File: src/rtl/core/mm_pkg.sv
// Shared types and codes for the matrix multiply engine.
`timescale 1ns / 1ps
`default_nettype none
package mm_pkg;

	localparam int CFG_IDX_W = 2;

	localparam logic [CFG_IDX_W-1:0] CFG_A_ROWS = 2'd0;
	localparam logic [CFG_IDX_W-1:0] CFG_A_COLS = 2'd1;
	localparam logic [CFG_IDX_W-1:0] CFG_B_ROWS = 2'd2;
	localparam logic [CFG_IDX_W-1:0] CFG_B_COLS = 2'd3;

	localparam logic [1:0] CMD_WR_A = 2'd0;
	localparam logic [1:0] CMD_WR_B = 2'd1;
	localparam logic [1:0] CMD_MUL  = 2'd2;

	typedef enum logic [2:0] {
		ST_IDLE,
		ST_START,
		ST_RUN,
		ST_DRAIN,
		ST_EMIT
	} seq_state_t;

	typedef struct packed {
		logic vld;
		logic first;
		logic last;
	} mac_ctl_t;

	typedef struct packed {
		logic load;
		logic last;
		logic err;
	} emit_t;

endpackage
`default_nettype wire

File: src/rtl/core/mm_store.sv
// Element store: one write port, one read port, registered read data.
`timescale 1ns / 1ps
`default_nettype none
module mm_store #(
	parameter int DEPTH = 64,
	parameter int WIDTH = 16,
	parameter int AW    = 6
) (
	input  wire logic             clk,
	input  wire logic             we,
	input  wire logic [AW-1:0]    wr_addr,
	input  wire logic [WIDTH-1:0] wr_data,
	input  wire logic [AW-1:0]    rd_addr,
	output logic      [WIDTH-1:0] rd_data_q
);

	logic [WIDTH-1:0] mem [DEPTH];

	always_ff @(posedge clk) begin
		if (we) begin
			mem[wr_addr] <= wr_data;
		end
	end

	always_ff @(posedge clk) begin
		rd_data_q <= mem[rd_addr];
	end

endmodule
`default_nettype wire

File: src/rtl/core/mm_mac.sv
// Multiply-accumulate pipeline fed by the two element stores.
`timescale 1ns / 1ps
`default_nettype none
module mm_mac #(
	parameter int ELEM_BITS = 16,
	parameter int PROD_W    = 35
) (
	input  wire logic                        clk,
	input  wire logic                        arst_n,
	input  wire mm_pkg::mac_ctl_t            issue,
	input  wire logic signed [ELEM_BITS-1:0] a_rd,
	input  wire logic signed [ELEM_BITS-1:0] b_rd,
	output logic                             acc_done,
	output logic signed [PROD_W-1:0]         acc_q
);

	import mm_pkg::*;

	mac_ctl_t                      ctl_s1, ctl_s2;
	logic signed [2*ELEM_BITS-1:0] prod_s2;

	always_ff @(posedge clk or negedge arst_n) begin
		if (!arst_n) begin
			ctl_s1 <= '0;
			ctl_s2 <= '0;
		end else begin
			ctl_s1 <= issue;
			ctl_s2 <= ctl_s1;
		end
	end

	always_ff @(posedge clk) begin
		prod_s2 <= a_rd * b_rd;
		if (ctl_s2.vld) begin
			if (ctl_s2.first) begin
				acc_q <= PROD_W'(prod_s2);
			end else begin
				acc_q <= acc_q + PROD_W'(prod_s2);
			end
		end
	end

	assign acc_done = ctl_s2.vld && ctl_s2.last;

endmodule
`default_nettype wire

File: src/rtl/core/mm_seq.sv
// Sequencer: walks i, j, k over the product and paces result loads.
`timescale 1ns / 1ps
`default_nettype none
module mm_seq #(
	parameter int MAX_DIM = 8,
	parameter int IDX_W   = 3,
	parameter int DIM_W   = 4,
	parameter int AW      = 6
) (
	input  wire logic             clk,
	input  wire logic             arst_n,
	input  wire logic             start,
	input  wire logic [DIM_W-1:0] a_rows,
	input  wire logic [DIM_W-1:0] a_cols,
	input  wire logic [DIM_W-1:0] b_rows,
	input  wire logic [DIM_W-1:0] b_cols,
	input  wire logic             out_free,
	input  wire logic             acc_done,
	output logic                  idle,
	output logic [AW-1:0]         a_addr,
	output logic [AW-1:0]         b_addr,
	output mm_pkg::mac_ctl_t      issue,
	output mm_pkg::emit_t         emit,
	output logic [IDX_W-1:0]      out_row,
	output logic [IDX_W-1:0]      out_col
);

	import mm_pkg::*;

	seq_state_t       state_q, state_d;
	logic [IDX_W-1:0] i_q, j_q, k_q;
	logic             err_q;
	logic [IDX_W-1:0] ar_last, ac_last, br_last, bc_last;
	logic             mismatch, k_end, j_end, i_end;

	// size 0 counts as 1, sizes above MAX_DIM count as MAX_DIM
	function automatic logic [IDX_W-1:0] last_idx(input logic [DIM_W-1:0] d);
		if (d == '0) begin
			return '0;
		end
		if (d > DIM_W'(MAX_DIM)) begin
			return IDX_W'(MAX_DIM - 1);
		end
		return IDX_W'(d - 1'b1);
	endfunction

	assign ar_last  = last_idx(a_rows);
	assign ac_last  = last_idx(a_cols);
	assign br_last  = last_idx(b_rows);
	assign bc_last  = last_idx(b_cols);
	assign mismatch = (ac_last != br_last);
	assign k_end    = (k_q == ac_last);
	assign j_end    = (j_q == bc_last);
	assign i_end    = (i_q == ar_last);

	always_comb begin
		state_d = state_q;
		case (state_q)
			ST_IDLE: begin
				if (start) begin
					state_d = ST_START;
				end
			end
			ST_START: begin
				state_d = mismatch ? ST_EMIT : ST_RUN;
			end
			ST_RUN: begin
				if (k_end) begin
					state_d = ST_DRAIN;
				end
			end
			ST_DRAIN: begin
				if (acc_done) begin
					state_d = ST_EMIT;
				end
			end
			ST_EMIT: begin
				if (out_free) begin
					state_d = (err_q || (i_end && j_end)) ? ST_IDLE : ST_RUN;
				end
			end
			default: begin
				state_d = ST_IDLE;
			end
		endcase
	end

	always_comb begin
		idle        = (state_q == ST_IDLE);
		issue.vld   = (state_q == ST_RUN);
		issue.first = (k_q == '0);
		issue.last  = k_end;
		emit.load   = (state_q == ST_EMIT) && out_free;
		emit.err    = err_q;
		emit.last   = err_q || (i_end && j_end);
		a_addr      = AW'(i_q) * AW'(MAX_DIM) + AW'(k_q);
		b_addr      = AW'(k_q) * AW'(MAX_DIM) + AW'(j_q);
		out_row     = i_q;
		out_col     = j_q;
	end

	always_ff @(posedge clk or negedge arst_n) begin
		if (!arst_n) begin
			state_q <= ST_IDLE;
			i_q     <= '0;
			j_q     <= '0;
			k_q     <= '0;
			err_q   <= 1'b0;
		end else begin
			state_q <= state_d;
			case (state_q)
				ST_START: begin
					i_q   <= '0;
					j_q   <= '0;
					k_q   <= '0;
					err_q <= mismatch;
				end
				ST_RUN: begin
					if (!k_end) begin
						k_q <= k_q + 1'b1;
					end
				end
				ST_EMIT: begin
					if (out_free) begin
						k_q <= '0;
						if (j_end) begin
							j_q <= '0;
							if (!i_end) begin
								i_q <= i_q + 1'b1;
							end
						end else begin
							j_q <= j_q + 1'b1;
						end
					end
				end
				default: begin
				end
			endcase
		end
	end

endmodule
`default_nettype wire

File: src/rtl/core/matrix_multiply_top.sv
// Top level of the dense matrix multiply engine.
// Items with tuser 0 or 1 write one element of A or B at (row, col), back to back while idle;
// a write outside MAX_DIM x MAX_DIM is dropped. Tuser 2 computes C = A x B over the sizes in
// the size registers (0 counts as 1, above MAX_DIM counts as MAX_DIM) and streams C in
// row-major order with tlast on the final element. Each element of C goes through the single
// multiply-accumulate pipeline (one read port per store, read, multiply, accumulate), and a
// compute ends when its last result is loaded for output, so it is lengthened by any
// output stall; no input is accepted meanwhile. On an inner size mismatch a single result with
// tuser (error) and tlast set and zero data is sent. Elements read before being written
// give undefined products. Size registers may only be written while the engine is idle.
`timescale 1ns / 1ps
`default_nettype none
module matrix_multiply_top #(
	parameter int MAX_DIM   = 8,
	parameter int ELEM_BITS = 16,
	localparam int IDX_W    = $clog2(MAX_DIM),
	localparam int DIM_W    = $clog2(MAX_DIM + 1),
	localparam int PROD_W   = 2 * ELEM_BITS + IDX_W,
	localparam int IN_DW    = ((2 * IDX_W + ELEM_BITS + 7) / 8) * 8,
	localparam int OUT_DW   = ((2 * IDX_W + PROD_W + 7) / 8) * 8
) (
	input  wire logic                           clk,
	input  wire logic                           arst_n,
	input  wire logic                           cfg_we,
	input  wire logic [mm_pkg::CFG_IDX_W-1:0]   cfg_index,
	input  wire logic [DIM_W-1:0]               cfg_data,
	input  wire logic                           s_tvalid,
	output logic                                s_tready,
	input  wire logic [IN_DW-1:0]               s_tdata,   // row, col, value
	input  wire logic [1:0]                     s_tuser,   // cmd
	output logic                                m_tvalid,
	input  wire logic                           m_tready,
	output logic [OUT_DW-1:0]                   m_tdata,   // out_row, out_col, product
	output logic                                m_tlast,
	output logic                                m_tuser    // error
);

	import mm_pkg::*;

	localparam int DEPTH = MAX_DIM * MAX_DIM;
	localparam int AW    = $clog2(DEPTH);

	logic [DIM_W-1:0]            a_rows_q, a_cols_q, b_rows_q, b_cols_q;
	logic [IDX_W-1:0]            in_row, in_col;
	logic [ELEM_BITS-1:0]        in_value;
	logic                        in_xfer, in_ok, we_a, we_b, start;
	logic [AW-1:0]               wr_addr, a_addr, b_addr;
	logic [ELEM_BITS-1:0]        a_rd, b_rd;
	logic                        idle, out_free, acc_done;
	mac_ctl_t                    issue;
	emit_t                       emit;
	logic [IDX_W-1:0]            seq_row, seq_col;
	logic signed [PROD_W-1:0]    acc;
	logic [IDX_W-1:0]            row_q, col_q;
	logic [PROD_W-1:0]           prod_q;
	logic                        vld_q, last_q, err_q;

	assign in_row   = s_tdata[IDX_W-1:0];
	assign in_col   = s_tdata[2*IDX_W-1:IDX_W];
	assign in_value = s_tdata[2*IDX_W+ELEM_BITS-1:2*IDX_W];

	assign s_tready = idle;
	assign in_xfer  = s_tvalid && s_tready;
	assign in_ok    = ({1'b0, in_row} < (IDX_W+1)'(MAX_DIM))
	               && ({1'b0, in_col} < (IDX_W+1)'(MAX_DIM));
	assign we_a     = in_xfer && (s_tuser == CMD_WR_A) && in_ok;
	assign we_b     = in_xfer && (s_tuser == CMD_WR_B) && in_ok;
	assign start    = in_xfer && (s_tuser == CMD_MUL);
	assign wr_addr  = AW'(in_row) * AW'(MAX_DIM) + AW'(in_col);

	always_ff @(posedge clk or negedge arst_n) begin
		if (!arst_n) begin
			a_rows_q <= DIM_W'(MAX_DIM);
			a_cols_q <= DIM_W'(MAX_DIM);
			b_rows_q <= DIM_W'(MAX_DIM);
			b_cols_q <= DIM_W'(MAX_DIM);
		end else if (cfg_we) begin
			case (cfg_index)
				CFG_A_ROWS: a_rows_q <= cfg_data;
				CFG_A_COLS: a_cols_q <= cfg_data;
				CFG_B_ROWS: b_rows_q <= cfg_data;
				CFG_B_COLS: b_cols_q <= cfg_data;
				default: begin
				end
			endcase
		end
	end

	// writes only happen while idle, so reads of a compute always see them
	mm_store #(.DEPTH(DEPTH), .WIDTH(ELEM_BITS), .AW(AW)) u_store_a (
		.clk       (clk),
		.we        (we_a),
		.wr_addr   (wr_addr),
		.wr_data   (in_value),
		.rd_addr   (a_addr),
		.rd_data_q (a_rd)
	);

	mm_store #(.DEPTH(DEPTH), .WIDTH(ELEM_BITS), .AW(AW)) u_store_b (
		.clk       (clk),
		.we        (we_b),
		.wr_addr   (wr_addr),
		.wr_data   (in_value),
		.rd_addr   (b_addr),
		.rd_data_q (b_rd)
	);

	mm_seq #(.MAX_DIM(MAX_DIM), .IDX_W(IDX_W), .DIM_W(DIM_W), .AW(AW)) u_seq (
		.clk      (clk),
		.arst_n   (arst_n),
		.start    (start),
		.a_rows   (a_rows_q),
		.a_cols   (a_cols_q),
		.b_rows   (b_rows_q),
		.b_cols   (b_cols_q),
		.out_free (out_free),
		.acc_done (acc_done),
		.idle     (idle),
		.a_addr   (a_addr),
		.b_addr   (b_addr),
		.issue    (issue),
		.emit     (emit),
		.out_row  (seq_row),
		.out_col  (seq_col)
	);

	mm_mac #(.ELEM_BITS(ELEM_BITS), .PROD_W(PROD_W)) u_mac (
		.clk      (clk),
		.arst_n   (arst_n),
		.issue    (issue),
		.a_rd     (a_rd),
		.b_rd     (b_rd),
		.acc_done (acc_done),
		.acc_q    (acc)
	);

	assign out_free = !vld_q || m_tready;

	always_ff @(posedge clk or negedge arst_n) begin
		if (!arst_n) begin
			vld_q <= 1'b0;
		end else if (emit.load) begin
			vld_q <= 1'b1;
		end else if (m_tready) begin
			vld_q <= 1'b0;
		end
	end

	always_ff @(posedge clk) begin
		if (emit.load) begin
			row_q  <= seq_row;
			col_q  <= seq_col;
			prod_q <= emit.err ? '0 : acc;
			last_q <= emit.last;
			err_q  <= emit.err;
		end
	end

	assign m_tvalid = vld_q;
	assign m_tdata  = OUT_DW'({prod_q, col_q, row_q});
	assign m_tlast  = last_q;
	assign m_tuser  = err_q;

endmodule
`default_nettype wire
File: config.mk
export PLATFORM = sky130hd
export DESIGN_NAME = matrix_multiply_top
export DESIGN_NICKNAME = d
export VERILOG_FILES = /design/src/rtl/core/mm_pkg.sv /design/src/rtl/core/mm_store.sv /design/src/rtl/core/mm_mac.sv /design/src/rtl/core/mm_seq.sv /design/src/rtl/core/matrix_multiply_top.sv
export SDC_FILE = /design/constraint.sdc
export NUM_CORES = 2
export LEC_CHECK = 0
export BUFFER_PORTS_ARGS = -buffer_cell sky130_fd_sc_hd__buf_2
export CORE_ASPECT_RATIO = 0.6
export CORE_MARGIN = 5
export CORE_UTILIZATION = 50
export DETAILED_ROUTE_END_ITERATION = 16
export MAX_ROUTING_LAYER = met4
export PLACE_DENSITY = 0.68
export RECOVER_POWER = 25
export SKIP_LAST_GASP = 1
export SYNTH_ARGS = -nofsm -noshare
export SYNTH_HDL_FRONTEND = slang
export SYNTH_HIERARCHICAL = 1
export SYNTH_SLANG_ARGS = --single-unit
File: constraint.sdc
create_clock -name clk -period 5.4 [get_ports clk]
set_input_delay 1.08 -clock clk [delete_from_list [all_inputs] [get_ports clk]]
set_output_delay 1.08 -clock clk [all_outputs]
set_load 0.005 [all_outputs]
## Word level (Yosys, flattened, before mapping)

Memories as Yosys holds them, arrays and structs flattened. A register that Yosys moved wholly into a read port is not among the register bits.
Index checks and enable logic that the tools add are counted.

- RAM bits: 2048
- Register bits after elaboration: 146
- Memories: 2

- $mul: 1
- Equality and inequality tests: 20
- Reduce and logical (&&, ||, !) cells: 29
- Mux-type cells: 52
- Add/sub/neg operators: 11
- Magnitude comparators: 4

Memory list:

| name | depth | width | read ports | clocked after Yosys merged registers in | write ports | line | source |
|---|---|---|---|---|---|---|---|
| u_store_a.mem | 64 | 16 | 1 | 1 | 1 | mm_store.sv:17 | `logic [WIDTH-1:0] mem [DEPTH];` |
| u_store_b.mem | 64 | 16 | 1 | 1 | 1 | mm_store.sv:17 |  |

Operators by type and width:

| cell | count |
|---|---|
| $mux 3 | 28 |
| $add 35x32->35 | 1 |
| $mux 35 | 1 |
| $mul 16x16->32 | 1 |
| $add 6x3->6 | 3 |
| $mux 1 | 18 |
| $gt 4x4->1 const B | 4 |
| $logic_not 4->1 | 4 |
| $pmux 3 s5 | 1 |
| $pmux 3 s2 | 2 |
| $sub 3x1->3 const B | 4 |
| $reduce_and 2->1 | 5 |
| $add 3x1->3 const B | 3 |
| $eq 3x3->1 | 3 |
| $pmux 3 s3 | 1 |
| $ne 2x2->1 const B | 4 |
| $reduce_and 4->1 | 2 |
| $logic_and 1x1->1 | 7 |
| $eq 2x2->1 const B | 3 |
| $eq 3x2->1 const B | 2 |
| $logic_not 3->1 | 2 |
| $ne 2x1->1 const B | 3 |
| $eq 2x1->1 const B | 2 |
| $logic_not 2->1 | 2 |
| other kinds (9) | 11 |

## Longest topological paths before layout

- Depth in word-level cells: 11
- Depth in mapped cells: 25

## Hierarchy

The synthesis kept the hierarchy.

By module, submodules not included:

| module | sequential area each (sq um) | cells each | instances | area each (sq um) |
|---|---|---|---|---|
| mm_store | 31069.8 | 1829 | 2 | 40042.2 |
| mm_mac | 1841.8 | 1486 | 1 | 13745.7 |
| matrix_multiply_top | 1721.7 | 132 | 1 | 2311.0 |
| mm_seq | 325.3 | 196 | 1 | 1555.2 |

## Least setup slack after synthesis

OpenSTA, ideal clock, no wires.

- Kind: register to register
- From: register u_store_a.rd_data_q[15], read port of u_store_a.mem
- To: register u_mac.prod_s2[31]
- Arrival: 5.800 ns
- Setup slack: -0.520 ns
- Period minus slack after synthesis: 5.920 ns
- Cell stages (with the launch flop): 22
- Required time: 5.280 ns
- Buffers on the path: 1
- Setup time: 0.120 ns
- Path through: dfxtp_1 clkbuf_1 nand2_1 fa_1 inv_1 fa_1 fa_1 fa_1 fa_1 inv_1 fa_1 inv_1 ha_1 a21o_1 a21o_1 a21o_1 nor3_1 o311ai_0 a31oi_1 o21ai_0 a21oi_1 xnor2_1

- Cells in the longest elaborated chain, start to end: 1

Ends and longest elaborated chain:

| element | line | source |
|---|---|---|
| start: declaration | mm_store.sv:14 | `output logic [WIDTH-1:0] rd_data_q` |
| $mul 16x16->32 | mm_mac.sv:33 | `prod_s2 <= a_rd * b_rd;` |
| end signal: assignment | mm_mac.sv:33 |  |
| end: declaration | mm_mac.sv:20 | `logic signed [2*ELEM_BITS-1:0] prod_s2;` |

Every way passes these cells.
A chain may end at the register's enable or synchronous reset.

## Final worst setup path

- From: register u_store_a.rd_data_q[7], read port of u_store_a.mem
- To: register u_mac.prod_s2[28]

The elaborated chain is that of the path after synthesis.

==> reports/qor.yml <==
placed_design:
  hpwlAfterDp_um: 157400
  pre_cts_ws_ns: -0.8669
  finalWeightedCongestion: 0.9481
  port_buffers: 79
clocking:
  clkTransAtPathRegs_ns: 0.06
  tritoncts_num_sinks: 2226
  cts-root-to-sink-buffers: 4
  clk_root_buffer_cell: "sky130_fd_sc_hd__clkbuf_16"
  htree_num_levels: 4
  tritoncts: "yes"
  clock_latency_ns: 0.86
  tritoncts.num_buffers: 202
global_route:
  grt_first_pass_wirelength_um: 357600
  total_overflow_reported_by_the_global_router: 0
  gr-usage-all-layers: 0.2433
  pin_count_of_the_biggest_net_entering_global_routing: 99
  antenna_found_initial: 19
  grt_pass1_vias: 51640
logic_synthesis:
  synth_simple_gate_area_frac: 0.05047
  synth.distinct_cells: 95
  postSynth.topFlopCell: "sky130_fd_sc_hd__edfxtp_1"
  synthXorXnorAreaFrac: 0.005827
  synth_seq_area_share: 0.6759
  synth-seq-cells: 2226
  synth_fa_ha_area_frac: 0.07018
  synth_top_area_frac: 0.6535
  synth_area_leaders: "sky130_fd_sc_hd__edfxtp_1, sky130_fd_sc_hd__mux4_2, sky130_fd_sc_hd__fa_1"
  yosysWarnings: 6
  yosys.area.top_type: "sky130_fd_sc_hd__edfxtp_1"
  synth_cells: 5472
  post_synth_instance_area_sq_um: 97700
  syn_area_per_cell_sq_um: 17.85
  synth_compound_gate_area_share: 0.03632
  edff_count_synth: 2126
  post_synth_mux_area_share: 0.1297
  largest_family_of_logic_cells_by_synthesized_area: "multiplexers"
  asr_flop_ratio_synth: 0.01617
die:
  ios: 89
  die-area_sq_um: 204600
  std_cell_rows: 125
  die_w_um: 580.7
  core_box_area_sq_um: 193900
  chipHeight_um: 352.4
  initial_standard_cell_utilization_of_the_core: 0.5038
sta:
  worst_pin_slew_ns: 4.900
  finalSetupViolations: 14
  finalHoldViolations: 0
  setup_total_negative_slack_ns: -2.976
  final_min_period_over_clock_period: 1.057
  rsz0062_at_grt: "true"
  layout_setup_ws_ns: -0.3069
  finalMaxSlewViolations: 1375
  finClkSkew_ns: 0.07540
  slew-limit-headroom: -2.266
  finalHoldWorstSlack_ns: 0.3529
  min_period_ns: 5.707
  clock.fmax_mhz: 175.2
setup_path:
  endpoint_kind: "register"
  critPathMaxFanout: 6
  critical_path_required_ns: 6.14
  arrival_ns: 6.44
  crit_path_kind: "register to register"
  timing.critical_path.from_type: "register"
cells_and_area:
  final_core_utilization: 0.5685
  fill_cells: 14600
  finish.net_count: 6335
  layout_common_cells: "sky130_fd_sc_hd__edfxtp_1, sky130_fd_sc_hd__mux4_2, sky130_fd_sc_hd__buf_4, sky130_fd_sc_hd__inv_1, sky130_fd_sc_hd__nand2_1"
  final_common_cell: "sky130_fd_sc_hd__edfxtp_1"
  layout-area-overhead-vs-synth_pct: 12.85
  post_route_cells_drive_above_1_share: 0.2450
detailed_routing:
  routed_wire_length_per_instance_um: 28.16
  dr.first_iter.drc_count: 6581
  drt_first_pass_iters: 5
  routed_wl_um: 244200
  antenna_left: 0
  detailroute.via_count: 52450
  ratio_of_routed_vias_to_standard_cells: 6.049
  post-route-drc-count: 0
flow_run:
  drv.max_cap_violation_count: 22
outcome:
  outcome: "finished, violations left"
  violations_in_the_final_reports: "max-capacitance violations, max-slew violations, negative setup slack"
hold_path:
  classification_of_the_worst_slack_hold_path: "register to register"
## repair_timing
| item | 4_1_cts | 5_1_grt |
|---|---|---|
| endpoints found under the setup margin | 17 | 18 |
| hold buffers | 0 | 0 |
| setup buffers | 24 | 8 |
| pin swaps | 71 | 78 |
| resized for setup | 81 | 102 |
## critical path: stages (launching register included)
cell                       delay (ns)
sky130_fd_sc_hd__dfxtp_4         0.38
sky130_fd_sc_hd__buf_4           0.15
sky130_fd_sc_hd__nand2_1         0.07
sky130_fd_sc_hd__fa_1            0.49
sky130_fd_sc_hd__inv_1           0.06
sky130_fd_sc_hd__fa_1            0.56
sky130_fd_sc_hd__fa_1            0.45
sky130_fd_sc_hd__fa_1            0.52
sky130_fd_sc_hd__fa_1            0.55
sky130_fd_sc_hd__inv_2           0.06
sky130_fd_sc_hd__fa_1            0.53
sky130_fd_sc_hd__inv_2           0.05
sky130_fd_sc_hd__ha_4            0.21
sky130_fd_sc_hd__a21o_1          0.15
sky130_fd_sc_hd__a21o_1          0.16
sky130_fd_sc_hd__a21o_1          0.21
sky130_fd_sc_hd__buf_6           0.13
sky130_fd_sc_hd__a21o_1          0.15
sky130_fd_sc_hd__a21oi_2         0.16
sky130_fd_sc_hd__o311ai_2        0.14
sky130_fd_sc_hd__a31o_1          0.21
sky130_fd_sc_hd__a21oi_2         0.13
sky130_fd_sc_hd__xnor2_1         0.13
## Yosys cell counts, types with 21 or more instances
library cell / count
sky130_fd_sc_hd__inv_1: 341
sky130_fd_sc_hd__buf_2: 73
sky130_fd_sc_hd__buf_4: 44
sky130_fd_sc_hd__a221oi_1: 32
sky130_fd_sc_hd__mux2_2: 73
sky130_fd_sc_hd__xor2_1: 21
sky130_fd_sc_hd__xnor2_1: 44
sky130_fd_sc_hd__a31oi_1: 22
sky130_fd_sc_hd__mux2i_1: 173
sky130_fd_sc_hd__mux4_2: 440
sky130_fd_sc_hd__nor2_1: 195
sky130_fd_sc_hd__nor2b_1: 90
sky130_fd_sc_hd__o21ai_0: 68
sky130_fd_sc_hd__nand2_1: 310
sky130_fd_sc_hd__and2_1: 128
sky130_fd_sc_hd__edfxtp_1: 2126
sky130_fd_sc_hd__dfrtp_1: 32
sky130_fd_sc_hd__nand2b_1: 30
sky130_fd_sc_hd__a22oi_1: 80
sky130_fd_sc_hd__nor3_1: 24
sky130_fd_sc_hd__dfxtp_1: 64
sky130_fd_sc_hd__a211oi_1: 24
sky130_fd_sc_hd__fa_1: 263
sky130_fd_sc_hd__a21oi_1: 94
sky130_fd_sc_hd__buf_6: 34
sky130_fd_sc_hd__nand4_1: 31
sky130_fd_sc_hd__clkbuf_1: 99
sky130_fd_sc_hd__a21o_1: 25
sky130_fd_sc_hd__ha_1: 124
sky130_fd_sc_hd__nand3_1: 62
## sequential cells by signal, summed over array words and instances (netlist names), 3 cells and up
| name | flops |
|---|---|
| u_seq/out_row | 3 |
| col_q | 3 |
| u_mac/ctl_s1 | 3 |
| row_q | 3 |
| a_rows_q | 4 |
| u_mac/ctl_s2 | 3 |
| b_rows_q | 4 |
| u_seq/k_q | 3 |
| u_store_b/mem | 1024 |
| u_seq/state_q | 3 |
| prod_q | 35 |
| u_store_a/rd_data_q | 16 |
| u_mac/prod_s2 | 32 |
| u_mac/acc_q | 35 |
| u_store_a/mem | 1024 |
| u_store_b/rd_data_q | 16 |
| b_cols_q | 4 |
| a_cols_q | 4 |
| u_seq/out_col | 3 |
## final timing paths
path                                             start                end  slack, ns  depth (start not counted)
max in group asynchronous                       arst_n   u_seq/out_col[2]       3.03                          1
worst min register to register         u_mac/ctl_s1[1]    u_mac/ctl_s2[1]       0.35                          0
worst min-delay path                   u_mac/ctl_s1[1]    u_mac/ctl_s2[1]       0.35                          0
min in group asynchronous                       arst_n        b_cols_q[2]       0.88                          1
worst max-delay path            u_store_a/rd_data_q[7]  u_mac/prod_s2[28]      -0.31                         22
worst max register to register  u_store_a/rd_data_q[7]  u_mac/prod_s2[28]      -0.31                         22
## per-layer routing
layer	routed length, um	GRT usage	vias to the layer above
li1	-	-	22010
met1	108300	0.3844	27360
met2	101900	0.3205	2769
met3	29450	0.06248	311
met4	4546	0.04464	0
met5	0	-	-
## per-stage QoR
stage / area, sq um / instances
global route: 110200 / 8666
detailed placement: 103300 / 8282
global placement: 103300 / 8282
finish: 110300 / 8671
CTS: 109900 / 8659
floorplan: 98170 / 5478
## cells by family after synthesis
group / count (synthesis)
AND/OR/NAND/NOR: 972
other: 1
XOR/XNOR: 65
AO/OA/AOI/OAI: 502
flip-flops: 2226
adder cells (fa/ha/maj): 391
buffers and inverters: 621
multiplexers: 694
## final cells by class
type	count	area, sq um	area share
diodes	7	17.52	0.0001589
clock buffers	253	5350	0.04853
clock inverters	101	885.9	0.008035
inverters	341	1287	0.01168
multi-input cells	2631	29240	0.2652
flip-flops and latches	2226	66140	0.5999
well taps	2603	3257	0.02954
repair buffers	509	4073	0.03694
Power is left out: the tool's default activity adds up to more than one toggle a clock period on the data nets, which glitch-free logic cannot reach.
